File: src/maf_pkg.sv
// Shared types and constants for the moving average filter.
package maf_pkg;

    localparam int CFG_W      = 5;
    localparam int MEAN_W     = 24;
    localparam int INDEX_W    = 16;
    localparam int FRAC_BITS  = 8;
    localparam int MEAN_POS_LIMIT = (2 ** (MEAN_W - 1)) - 1;
    localparam int MEAN_NEG_LIMIT = 2 ** (MEAN_W - 1);

    typedef enum logic [1:0] {
        DIV_IDLE,
        DIV_RUN,
        DIV_DONE
    } t_div_state;

    typedef struct packed {
        logic busy;
        logic done;
    } t_div_status;

endpackage

File: src/maf_cell.sv
// One stage of the sample delay chain with its own window tap.
module maf_cell #(
    parameter int DATA_W = 16,
    parameter int IDX_W  = 4,
    parameter int POS    = 0
) (
    input  logic              i_clk,
    input  logic              i_shift,
    input  logic [DATA_W-1:0] i_data,
    input  logic [IDX_W-1:0]  i_tap,
    output logic [DATA_W-1:0] o_data,
    output logic [DATA_W-1:0] o_tap_data
);

    logic [DATA_W-1:0] r_data;

    always_ff @(posedge i_clk) begin
        if (i_shift) begin
            r_data <= i_data;
        end
    end

    assign o_data     = r_data;
    assign o_tap_data = (i_tap == IDX_W'(POS)) ? r_data : '0;

endmodule

File: src/maf_div.sv
// Bit-serial restoring divider that turns the window sum into the saturated mean.
module maf_div #(
    parameter int SUM_W = 20,
    parameter int P_W   = 5
) (
    input  logic                         i_clk,
    input  logic                         i_rst_n,
    input  logic                         i_start,
    input  logic                         i_ack,
    input  logic signed [SUM_W-1:0]      i_sum,
    input  logic [P_W-1:0]               i_divisor,
    output maf_pkg::t_div_status         o_status,
    output logic signed [maf_pkg::MEAN_W-1:0] o_mean
);
    import maf_pkg::*;

    localparam int DIV_W = SUM_W + FRAC_BITS;
    localparam int CNT_W = $clog2(DIV_W + 1);
    localparam int EXT_W = (DIV_W > MEAN_W) ? DIV_W : MEAN_W + 1;

    t_div_state         r_state;
    t_div_state         n_state;
    logic [CNT_W-1:0]   r_cnt;
    logic [P_W-1:0]     r_rem;
    logic [DIV_W-1:0]   r_quo;
    logic [P_W-1:0]     r_div;
    logic               r_neg;
    logic [SUM_W-1:0]   w_mag;
    logic [P_W:0]       w_rem_shift;
    logic               w_fits;
    logic [EXT_W-1:0]   w_q_ext;
    logic [EXT_W-1:0]   w_q_neg;

    assign w_mag       = i_sum[SUM_W-1] ? (~i_sum + 1'b1) : i_sum;
    assign w_rem_shift = {r_rem, r_quo[DIV_W-1]};
    assign w_fits      = (w_rem_shift >= {1'b0, r_div});

    always_comb begin
        n_state = r_state;
        case (r_state)
            DIV_IDLE: begin
                if (i_start) begin
                    n_state = DIV_RUN;
                end
            end
            DIV_RUN: begin
                if (r_cnt == CNT_W'(1)) begin
                    n_state = DIV_DONE;
                end
            end
            DIV_DONE: begin
                if (i_ack) begin
                    n_state = DIV_IDLE;
                end
            end
            default: n_state = DIV_IDLE;
        endcase
    end

    always_ff @(posedge i_clk) begin
        if (!i_rst_n) begin
            r_state <= DIV_IDLE;
        end else begin
            r_state <= n_state;
        end
    end

    always_ff @(posedge i_clk) begin
        case (r_state)
            DIV_IDLE: begin
                if (i_start) begin
                    r_cnt <= CNT_W'(DIV_W);
                    r_rem <= '0;
                    r_quo <= {w_mag, {FRAC_BITS{1'b0}}};
                    r_div <= i_divisor;
                    r_neg <= i_sum[SUM_W-1];
                end
            end
            DIV_RUN: begin
                r_cnt <= r_cnt - 1'b1;
                r_rem <= w_fits ? P_W'(w_rem_shift - {1'b0, r_div}) : w_rem_shift[P_W-1:0];
                r_quo <= {r_quo[DIV_W-2:0], w_fits};
            end
            default: begin
            end
        endcase
    end

    assign w_q_ext = EXT_W'(r_quo);
    assign w_q_neg = ~w_q_ext + 1'b1;

    always_comb begin
        o_status      = '0;
        o_status.busy = (r_state == DIV_RUN);
        o_status.done = (r_state == DIV_DONE);
        if (r_neg) begin
            if (w_q_ext > EXT_W'(MEAN_NEG_LIMIT)) begin
                o_mean = {1'b1, {(MEAN_W - 1){1'b0}}};
            end else begin
                o_mean = w_q_neg[MEAN_W-1:0];
            end
        end else begin
            if (w_q_ext > EXT_W'(MEAN_POS_LIMIT)) begin
                o_mean = {1'b0, {(MEAN_W - 1){1'b1}}};
            end else begin
                o_mean = w_q_ext[MEAN_W-1:0];
            end
        end
    end

endmodule

File: src/moving_average_filter_unit.sv
// Top level of the P-point moving average filter.
//
// Samples arrive on the input channel (i_sample_valid, o_sample_stall, i_sample) and are
// transferred when valid is high and stall is low. Each sample shifts into a chain of
// MAX_WINDOW delay cells and updates an exact running sum of the last P samples.
// Once P samples have been transferred since the last restart, every sample yields
// one result on the output channel (o_result_valid, i_result_stall): the mean with
// 8 fractional bits, truncated toward zero, and the sample's index since reset.
// The mean comes from a bit-serial divider. A sample that produces a result passes
// through the start register, the divider and the output register, and the input
// stalls from its transfer until the divider hands its result to the output register.
// Samples that produce no result are taken every cycle while no division is pending.
// The result sits in an output register; while the receiver stalls, the next sample
// is still taken and divided, then waits in the divider until the register frees up.
// Writing the window length through the configuration port restarts the window.
// Reset sets the window length to 1, clears the sum, fill count and sample index.
module moving_average_filter_unit #(
    parameter int MAX_WINDOW  = 16,
    parameter int SAMPLE_BITS = 16
) (
    input  logic                                 i_clk,
    input  logic                                 i_rst_n,
    input  logic                                 i_sample_valid,
    output logic                                 o_sample_stall,
    input  logic signed [SAMPLE_BITS-1:0]        i_sample,
    output logic                                 o_result_valid,
    input  logic                                 i_result_stall,
    output logic signed [maf_pkg::MEAN_W-1:0]    o_mean_value,
    output logic [maf_pkg::INDEX_W-1:0]          o_sample_index,
    input  logic                                 i_cfg_valid,
    output logic                                 o_cfg_ready,
    input  logic [maf_pkg::CFG_W-1:0]            i_cfg_data
);
    import maf_pkg::*;

    localparam int IDX_W = $clog2(MAX_WINDOW);
    localparam int P_W   = $clog2(MAX_WINDOW + 1);
    localparam int SUM_W = SAMPLE_BITS + IDX_W;
    localparam int CMP_W = (P_W > CFG_W) ? P_W : CFG_W;

    logic [CFG_W-1:0]        r_window;
    logic [P_W-1:0]          r_fill;
    logic [P_W-1:0]          n_fill;
    logic signed [SUM_W-1:0] r_sum;
    logic signed [SUM_W-1:0] n_sum;
    logic [INDEX_W-1:0]      r_count;
    logic [INDEX_W-1:0]      r_pend_index;
    logic                    r_start;
    logic                    r_out_valid;
    logic signed [MEAN_W-1:0] r_out_mean;
    logic [INDEX_W-1:0]      r_out_index;

    logic [CMP_W-1:0]        w_window_ext;
    logic [P_W-1:0]          w_p;
    logic [IDX_W-1:0]        w_tap;
    logic                    w_in_xfer;
    logic                    w_cfg_xfer;
    logic                    w_full;
    logic                    w_ack;
    logic [SAMPLE_BITS-1:0]  w_chain [MAX_WINDOW+1];
    logic [SAMPLE_BITS-1:0]  w_taps  [MAX_WINDOW];
    logic [SAMPLE_BITS-1:0]  w_oldest;
    logic signed [MEAN_W-1:0] w_mean;
    t_div_status             w_div_status;

    assign w_window_ext = CMP_W'(r_window);
    always_comb begin
        if (r_window == '0) begin
            w_p = P_W'(1);
        end else if (w_window_ext > CMP_W'(MAX_WINDOW)) begin
            w_p = P_W'(MAX_WINDOW);
        end else begin
            w_p = w_window_ext[P_W-1:0];
        end
    end
    assign w_tap = IDX_W'(w_p - 1'b1);

    assign o_cfg_ready    = 1'b1;
    assign w_cfg_xfer     = i_cfg_valid;
    assign o_sample_stall = r_start | w_div_status.busy | w_div_status.done;
    assign w_in_xfer      = i_sample_valid & ~o_sample_stall;

    assign w_chain[0] = i_sample;
    for (genvar g = 0; g < MAX_WINDOW; g++) begin : g_cells
        maf_cell #(
            .DATA_W(SAMPLE_BITS),
            .IDX_W (IDX_W),
            .POS   (g)
        ) u_cell (
            .i_clk     (i_clk),
            .i_shift   (w_in_xfer),
            .i_data    (w_chain[g]),
            .i_tap     (w_tap),
            .o_data    (w_chain[g+1]),
            .o_tap_data(w_taps[g])
        );
    end

    always_comb begin
        w_oldest = '0;
        for (int k = 0; k < MAX_WINDOW; k++) begin
            w_oldest = w_oldest | w_taps[k];
        end
    end

    assign w_full = (r_fill >= w_p);
    always_comb begin
        n_sum = r_sum + {{IDX_W{i_sample[SAMPLE_BITS-1]}}, i_sample};
        if (w_full) begin
            n_sum = n_sum - {{IDX_W{w_oldest[SAMPLE_BITS-1]}}, w_oldest};
        end
        n_fill = w_full ? r_fill : r_fill + 1'b1;
    end

    always_ff @(posedge i_clk) begin
        if (!i_rst_n) begin
            r_window <= CFG_W'(1);
            r_fill   <= '0;
            r_sum    <= '0;
            r_count  <= '0;
            r_start  <= 1'b0;
        end else begin
            r_start <= 1'b0;
            if (w_cfg_xfer) begin
                r_window <= i_cfg_data;
                r_fill   <= '0;
                r_sum    <= '0;
            end else if (w_in_xfer) begin
                r_fill  <= n_fill;
                r_sum   <= n_sum;
                r_count <= r_count + 1'b1;
                r_start <= (n_fill >= w_p);
            end
        end
    end

    always_ff @(posedge i_clk) begin
        if (w_in_xfer) begin
            r_pend_index <= r_count;
        end
    end

    maf_div #(
        .SUM_W(SUM_W),
        .P_W  (P_W)
    ) u_div (
        .i_clk    (i_clk),
        .i_rst_n  (i_rst_n),
        .i_start  (r_start),
        .i_ack    (w_ack),
        .i_sum    (r_sum),
        .i_divisor(w_p),
        .o_status (w_div_status),
        .o_mean   (w_mean)
    );

    assign w_ack = w_div_status.done & (~r_out_valid | ~i_result_stall);

    always_ff @(posedge i_clk) begin
        if (!i_rst_n) begin
            r_out_valid <= 1'b0;
        end else if (w_ack) begin
            r_out_valid <= 1'b1;
        end else if (~i_result_stall) begin
            r_out_valid <= 1'b0;
        end
    end

    always_ff @(posedge i_clk) begin
        if (w_ack) begin
            r_out_mean  <= w_mean;
            r_out_index <= r_pend_index;
        end
    end

    assign o_result_valid = r_out_valid;
    assign o_mean_value   = r_out_mean;
    assign o_sample_index = r_out_index;

endmodule

File: config.mk
export PLATFORM = sky130hd
export DESIGN_NAME = moving_average_filter_unit
export DESIGN_NICKNAME = d
export VERILOG_FILES = /design/src/maf_pkg.sv /design/src/maf_cell.sv /design/src/maf_div.sv /design/src/moving_average_filter_unit.sv
export SDC_FILE = /design/constraint.sdc
export NUM_CORES = 1
export LEC_CHECK = 0
export BUFFER_PORTS_ARGS = -buffer_cell sky130_fd_sc_hd__buf_2
export CAP_MARGIN = 20
export CORE_ASPECT_RATIO = 1.5
export CORE_MARGIN = 1
export CORE_UTILIZATION = 30
export DETAILED_ROUTE_END_ITERATION = 8
export HOLD_SLACK_MARGIN = 0.02
export PLACE_DENSITY = 0.44
export SKIP_CTS_REPAIR_TIMING = 1
export SLEW_MARGIN = 15
export SYNTH_ARGS = -nofsm -noshare
export SYNTH_HDL_FRONTEND = slang
export SYNTH_SLANG_ARGS = --single-unit
File: constraint.sdc
create_clock -name i_clk -period 11.6 [get_ports i_clk]
set_clock_uncertainty 0.2 [all_clocks]
set_input_delay 1.16 -clock i_clk [delete_from_list [all_inputs] [get_ports i_clk]]
set_output_delay 1.16 -clock i_clk [all_outputs]
set_load 0.005 [all_outputs]
# After elaboration in Yosys (flattened, before gate mapping)

Index checks and enable logic that the tools add are counted.

Bits in registers: 406
Input bits: 26
Output and inout bits: 43
Logic and storage cells: 143

Add/sub/neg operators: 9
$lt $le $gt $ge: 6
Equal/unequal tests: 22
Multiplexer cells: 37
Bitwise logic cells: 28
Reduce and logical (&&, ||, !) cells: 10

Operator list:

| kind                                                                               | number |
|---|---|
| 16-bit two-way mux                                                                 | 16 |
| 16-bit bitwise OR                                                                  | 15 |
| 24-bit two-way mux                                                                 | 3 |
| 28-bit case mux with 2 select lines                                                | 1 |
| 20-bit two-way mux                                                                 | 2 |
| 4-bit == test (second input constant)                                              | 8 |
| 5-bit two-way mux                                                                  | 6 |
| 28-bit by 23-bit greater-than comparator with 1-bit output (second input constant) | 1 |
| 28-bit by 24-bit greater-than comparator with 1-bit output (second input constant) | 1 |
| 28-bit two-way mux                                                                 | 1 |
| 24-bit by 1-bit adder with 24-bit output (second input constant)                   | 1 |
| 24-bit inverter                                                                    | 1 |
| 20-bit by 1-bit adder with 20-bit output (second input constant)                   | 1 |
| 20-bit adder                                                                       | 1 |
| 20-bit inverter                                                                    | 1 |
| 5-bit case mux with 2 select lines                                                 | 2 |
| 20-bit subtractor                                                                  | 1 |
| 16-bit by 1-bit adder with 16-bit output (second input constant)                   | 1 |
| 4-bit by 3-bit == test with 1-bit output (second input constant)                   | 4 |
| 5-bit >= comparator                                                                | 2 |
| 4-bit by 2-bit == test with 1-bit output (second input constant)                   | 2 |
| 6-bit by 5-bit >= comparator with 1-bit output                                     | 1 |
| 2-bit two-way mux                                                                  | 3 |
| 2-bit by 1-bit inequality test with 1-bit output (second input constant)           | 3 |
| 23 further kinds                                                                   | 34 |

# Depth between registers and ports, before layout

Gate-level depths: netlist of the first run.

Word-level depth: 23
Depth in mapped cells: 20
Depth with buffers taken out: 19

# Cells and area by module

A second synthesis of the first run with hierarchy kept.

Cells, all modules: 1555
Area total of the unflattened synthesis: 19621.3 µm²

By module, submodules not included:

| module                             | instances | cells an instance | area each (µm²) | sequential area each (µm²) |
|---|---|---|---|---|
| moving_average_filter_unit         | 1         | 643               | 6299.8          | 2642.5 |
| maf_cell at g_cells[10].u_cell ... | 6         | 34                | 624.3           | 480.5 |
| maf_div                            | 1         | 368               | 3318.2          | 1361.3 |
| maf_cell at g_cells[1].u_cell ...  | 4         | 34                | 630.6           | 480.5 |
| maf_cell at g_cells[11].u_cell ... | 4         | 34                | 621.8           | 480.5 |
| maf_cell at g_cells[0].u_cell      | 1         | 34                | 628.1           | 480.5 |
| maf_cell at g_cells[15].u_cell     | 1         | 34                | 619.3           | 480.5 |

# Worst setup path before layout of the first run

No wires, ideal clock.

Path kind: input-to-reg
From: input i_sample_valid
To: register r_sum[1]
Setup time: 535 ps
Arrival: 9438 ps
Required time: 10865 ps
Setup slack: 1427 ps
Stages: 5
Buffers on the path: 2
Cell sequence: nand2_1 > inv_1 > clkbuf_1 > buf_1 > a311oi_1

Word-level cells in the longest chain between the ends: 1

RTL lines:

| item                          | RTL line                          | source |
|---|---|---|
| start: declaration            | moving_average_filter_unit.sv:23  | `input logic i_sample_valid,` |
| 1-bit bitwise AND             | moving_average_filter_unit.sv:81  | `assign w_in_xfer = i_sample_valid & ~o_sample_stall;` |
| net g_cells[0].u_cell.i_shift | maf_cell.sv:8                     | `input logic i_shift,` |
| end signal: assignment        | moving_average_filter_unit.sv:130 | `r_sum <= n_sum;` |
| end: declaration              | moving_average_filter_unit.sv:44  | `logic signed [SUM_W-1:0] r_sum;` |

The timed path passes the listed nets, and every way through them passes these cells.
A chain may end at the register's enable or synchronous reset.

# Worst setup path in the final report of the first run

From: input i_sample[4]
To: register r_sum[19]

Word-level cells in the longest chain between the ends: 3

RTL lines:

| item                 | RTL line                          | source |
|---|---|---|
| start: declaration   | moving_average_filter_unit.sv:25  | `input logic signed [SAMPLE_BITS-1:0] i_sample,` |
| 20-bit adder *       | moving_average_filter_unit.sv:108 | `n_sum = r_sum + {{IDX_W{i_sample[SAMPLE_BITS-1]}}, i_sample};` |
| 20-bit subtractor    | moving_average_filter_unit.sv:110 | `n_sum = n_sum - {{IDX_W{w_oldest[SAMPLE_BITS-1]}}, w_oldest};` |
| 20-bit two-way mux * | moving_average_filter_unit.sv:109 | `if (w_full) begin` |

Mark *: on every way between the ends. The rest lies on a longest branch, timed or not.

==> flow_summary.yaml, run 1 <==
drt:
  totalWireLength_um: 47000
  drt_iter0_drc: 813
  drc: 0
  first_pass_iters: 5
  routedWlPerCell_um: 20.5
  post_drt_via_cell_ratio: 5.19
  via_count: 11900
  ant_nets: 0
timing:
  rsz0062_at_grt: "false"
  tns_ns: 0
  finalCriticalPeriod_ns: 5.10
  hold_viol_final: 0
  finalWorstSetupSlack_ns: 6.50
  fin_crit_sh: 0.440
  relSlewSlack: 0.268
  finalSetupViolCount: 0
  slew_viol_final: 0
  max_freq_ghz: 0.196
  hold_ws_ns: 0.217
  worst_pin_slew_ns: 1.10
yosys:
  ys_seq_elements: 406
  yosys_most_used_dff: "edfxtp_1"
  synth_compound_area_frac: 0.131
  synthCells: 1412
  synth_top_cells_by_area: "edfxtp_1 (59%), dfxtp_1 (5.5%), ha_1 (4.2%)"
  synth_top_area_frac: 0.591
  synth_nets: 1501
  yosysTopAreaCell: "edfxtp_1"
  syn_area_per_cell_um2: 12.8
  synth_top_family_by_area: "compound AO/OA/AOI/OAI gates"
  synth-simple-area-share: 0.119
  synth_xor_area_frac: 0.0339
  async_reset_ff_frac: 0
  synth.area.mux_share: 0.00387
  yosysWarnings: 0
  synth-edff-count: 356
  yosysSeqAreaShare: 0.646
  synth_fa_ha_area_frac: 0.0448
  synthesis.area_um2: 18100
  yosysUniqueCellTypes: 62
run:
  max_cap_viol_count: 0
floorplan:
  start_util: 0.305
  row_count: 109
  die_width_um: 202
  core_area_um2: 59300
  die-area_um2: 61300
  dieHeight_um: 303
  ios: 69
hold_path:
  min_to: "o_sample_index[1]$_DFFE_PP_"
  worstHoldStart: "r_pend_index[1]$_DFFE_PP_"
  hold_path_depth: 0
  hold_class: "register to register"
clocking:
  cts_tree: "built"
  clock_sink_count: 406
  cts_buffer_depth: 3
  cts_max_level: 2
  clock_latency_ns: 0.56
  cts_root_buf: "clkbuf_16"
  numCtsBuffers: 41
  clk_pin_slew_ns: 0.06
final_layout:
  antenna_cells: 0
  final_cells: 2294
  layout_common_cells: "edfxtp_1 (356), nand2_1 (118), nor2_1 (94)"
  drive_gt1_frac: 0.113
  area_growth_pct: 14.5
  fin_nets: 1577
  final_common_cell: "edfxtp_1"
  design_area_um2: 20700
  fin_util: 0.349
placement:
  gp_congestion: 0.867
  port_buffers: 67
  placed_cells: 2222
  dp_hpwl_um: 30500
  placed_area_um2: 19400
  place_ws_ns: 5.91
power_and_ir_drop:
  finalPower_mw: 3.60
  irDropWorstVdd_uv: 93.6
  p_per_area_nw_per_um2: 174
  p_leak_nw: 7.32
critical_path:
  crit_type: "input port to register"
  critPathCaptureType: "register"
  startpoint_type: "input port"
  reg2reg_depth: 18
  reg2reg_from: "r_window[3]$_SDFFE_PN0P_"
  r2r_setup_slack_ns: 6.60
  rr_endpoint: "r_sum[18]$_SDFFE_PP0P_"
  worstPathArrival_ns: 5.35
  cp.required_ns: 11.85
  crit_fanout: 4
global_routing:
  grt_use_total: 0.154
  gr-total-overflow: 0
  grt_pass1_wl_um: 72400
  grt_max_degree: 158
  grt_pass1_vias: 12100
  antenna_found_initial: 0
status:
  status: "finished, final reports clean"
synth_stat cells (9+ instances only):
master,count
inv_1,38
a21o_1,19
a211oi_1,9
nand2_1,118
xor2_1,22
xnor2_1,48
a21oi_1,58
nor3_1,29
nand2b_1,14
edfxtp_1,356
ha_1,60
and2_1,21
nand4_1,28
a22oi_1,80
dfxtp_1,50
o311ai_0,16
or3_1,17
and3_1,13
nand3_1,35
a31oi_1,9
a222oi_1,32
nor2_1,94
o21ai_0,69
clkbuf_1,50
nor2b_1,17
cells by family after synthesis:
family | Yosys count
other cells | 1
simple gates | 427
buf+inv | 98
flops | 406
mux | 7
fa+ha+maj | 63
compound gates | 340
xor+xnor | 70
per-layer routing:
layer	vias to the layer above	wire length, µm	global-route usage	share of wire
li1	5597	-	-	-
met1	5885	18800	0.182	0.40
met2	332	24500	0.281	0.52
met3	93	2190	0.0201	0.047
met4	0	1510	0.0575	0.032
met5	-	0	0	0
critical path, cell delays in order:
cell	delay, ns
buf_2	0.14
ha_1	0.35
and3_1	0.20
a221oi_1	0.57
a2111oi_0	0.33
buf_1	0.19
o31a_1	0.28
nor2_1	0.11
xnor2_1	0.09
ha_1	0.36
inv_1	0.07
a21oi_1	0.13
o21a_1	0.14
and3_1	0.17
a211oi_1	0.08
or4_1	0.51
a211oi_1	0.28
o21ai_1	0.11
o31ai_1	0.07
cell type report:
cell class	count	area (µm²)
multi-input cells	908	6080
clock buffers	47	1080
inverters	38	150
fillers	5815	38600
repair buffers	93	527
flip-flops and latches	406	11700
well taps	777	972
clock inverters	25	216
sequential cells by signal, summed over array words and instances (netlist names), 16 cells and up:
signal,flops
r_sum,20
o_mean_value,24
o_sample_index,16
r_count,16
r_pend_index,16
u_div.r_quo,28
g_cells.u_cell.o_data,256
report_power, final:
part	switching, mW	total, mW	internal [mW]
Combinational	0.290	0.475	0.185
Sequential	0.0775	1.81	1.73
Clock	0.578	1.31	0.735
Total	0.946	3.60	2.65
how the worst max path moves through the flow:
stage                     slack, ns                     end            from  cells past startpoint
after floorplan                1.43   r_sum[1]$_SDFFE_PP0P_  i_sample_valid                      5
after global placement         5.88  r_sum[19]$_SDFFE_PP0P_     i_sample[4]                     18
after detailed placement       5.91  r_sum[19]$_SDFFE_PP0P_     i_sample[4]                     19
after CTS                      6.45  r_sum[19]$_SDFFE_PP0P_     i_sample[4]                     19
after global routing           6.14  r_sum[19]$_SDFFE_PP0P_     i_sample[3]                     19
final                          6.50  r_sum[19]$_SDFFE_PP0P_     i_sample[4]                     19
(Power assumes the default switching activity.)
==> run 2: changes to the inputs <==
- clock period: 11.6 -> 5.25 ns (I/O delays scaled with it)
==> run 2 against run 1 <==
Against the previous run:
- non-clock buffer count rose by 26
- global-route usage fell by 0.096 points
- sequential power rose by 120%
- worst hold slack got worse by 0.18 ns
- die area did not move
- critical endpoint is now r_sum[18]$_SDFFE_PP0P_
==> flow_summary.yaml, run 2 (synthesis gave the netlist of run 1 again) <==
critical_path:
  r2r_setup_slack_ns: 0.45
  max_stage_delay_ns: 0.79
  critPathMostFrequentCell: "buf_4"
  cp_top_family: "compound AO/OA/AOI/OAI gates"
  startpoint_type: "input port"
  worstSetupEndpoint: "r_sum[18]$_SDFFE_PP0P_"
  worstPathCellList: "dlygate4sd3_1, buf_2, ha_1, a21o_1, a221oi_1, buf_4, a2111oi_0, buf_4, nor3_1, ha_1, buf_4, a21o_1, a21oi_1, o22ai_1, nor2_1, a2111oi_0, nor3_1, or3_1, a21oi_1"
  rr_endpoint: "r_sum[18]$_SDFFE_PP0P_"
  crit_path_top_delay_cell: "a2111oi_0"
  crit_type: "input port to register"
  cp.buffers_inverters: 5
  worst-path-stages: 19
  cp.required_ns: 5.53
  crit_fanout: 6
  reg2reg_from: "r_window[1]$_SDFFE_PN0P_"
  reg2reg_depth: 18
  critPathCaptureType: "register"
  worstPathArrival_ns: 5.18
  crit_start: "i_sample[1]"
drt:
  totalWireLength_um: 47000
  ant_nets: 0
  post_drt_via_cell_ratio: 5.13
  via_count: 11900
  drt_iter0_drc: 960
  routedWlPerCell_um: 20.2
  drc: 0
  first_pass_iters: 5
placement:
  gp_congestion: 0.843
  port_buffers: 67
  placed_cells: 2237
  dp_hpwl_um: 31800
final_layout:
  largest_reg_flops: 256
  fin_nets: 1603
  nFillCells: 5805
  multiInputGateArea_um2: 6080
  antenna_cells: 0
  final_cells: 2322
  drive_gt1_frac: 0.123
  final_common_cell: "edfxtp_1"
  area_growth_pct: 16.4
  layout_common_cells: "edfxtp_1 (356), nand2_1 (118), nor2_1 (94)"
  seq_area_um2: 11700
clocking:
  cts_tree: "built"
  clock_latency_ns: 0.56
  cts_root_buf: "clkbuf_16"
  clock_sink_count: 406
  cts_buffer_depth: 3
  clk_pin_slew_ns: 0.06
  numCtsBuffers: 41
  cts_max_level: 2
floorplan:
  die_width_um: 202
  row_count: 109
  core_area_um2: 59300
  start_util: 0.305
  dieHeight_um: 303
  die-area_um2: 61300
  ios: 69
global_routing:
  gr-total-overflow: 0
  grt_pass1_vias: 11900
  grt_pass1_wl_um: 71800
  grt_max_degree: 85
  grt_use_total: 0.153
  antenna_found_initial: 0
status:
  status: "finished, final reports clean"
timing:
  rsz0062_at_grt: "false"
  relSlewSlack: 0.372
  hold_viol_final: 0
  worst_pin_slew_ns: 0.918
  max_freq_ghz: 0.204
  hold_ws_ns: 0.0330
  fin_crit_sh: 0.935
  slew_viol_final: 0
  tns_ns: 0
  finalSetupViolCount: 0
  finalCriticalPeriod_ns: 4.91
power_and_ir_drop:
  p_leak_nw: 7.49
  irDropWorstVdd_uv: 226
  p_per_area_nw_per_um2: 386
hold_path:
  hold_class: "input port to register"
run:
  max_cap_viol_count: 0
run 2: stage by stage:
stage / power (mW) / utilization / instance area (µm²) / setup slack, ns
after detailed placement: 5.14 / 0.330 / 19600 / 0.260
after CTS: 8.22 / 0.353 / 20900 / 0.469
after global placement: 5.13 / 0.330 / 19600 / 0.218
final: 8.12 / 0.355 / 21100 / 0.342
after floorplan: 4.78 / - / 18100 / 0.910
after global routing: 8.48 / 0.355 / 21100 / 0.0483
run 2: worst min-delay path by stage:
stage	startpoint	to	slack [ns]	cells past startpoint
detailed placement	r_pend_index[4]$_DFFE_PP_	o_sample_index[4]$_DFFE_PP_	0.20	0
floorplan	r_pend_index[0]$_DFFE_PP_	o_sample_index[0]$_DFFE_PP_	0.20	0
global route	i_sample[11]	g_cells[0].u_cell.o_data[11]$_DFFE_PP_	0.02	1
CTS	i_cfg_data[0]	r_window[0]$_SDFFE_PN1P_	-0.02	3
global placement	r_pend_index[1]$_DFFE_PP_	o_sample_index[1]$_DFFE_PP_	0.20	0
finish	i_sample[3]	g_cells[0].u_cell.o_data[3]$_DFFE_PP_	0.03	1
run 2: power by group:
part / total, mW / switching [mW] / internal, mW
clock: 3.04 / 1.28 / 1.77
sequential: 3.98 / 0.169 / 3.82
combinational: 1.09 / 0.661 / 0.433
run 2: layout make-up:
type | instances | share of cell area
multi-input combinational | 908 | 0.289
sequential | 406 | 0.555
timing repair buffer | 119 | 0.0370
inverter | 38 | 0.00713
clock buffer | 54 | 0.0535
clock inverter | 20 | 0.0121
tap | 777 | 0.0462
run 2: metal layers:
layer  track usage  wire (µm)  part of all wire  up-vias
li1              -          -                 -     5662
met1         0.179      18700              0.40     5842
met2         0.276      24400              0.52      319
met3        0.0238       2270             0.048       86
met4        0.0632       1650             0.035        0
met5             0          0                 0        -
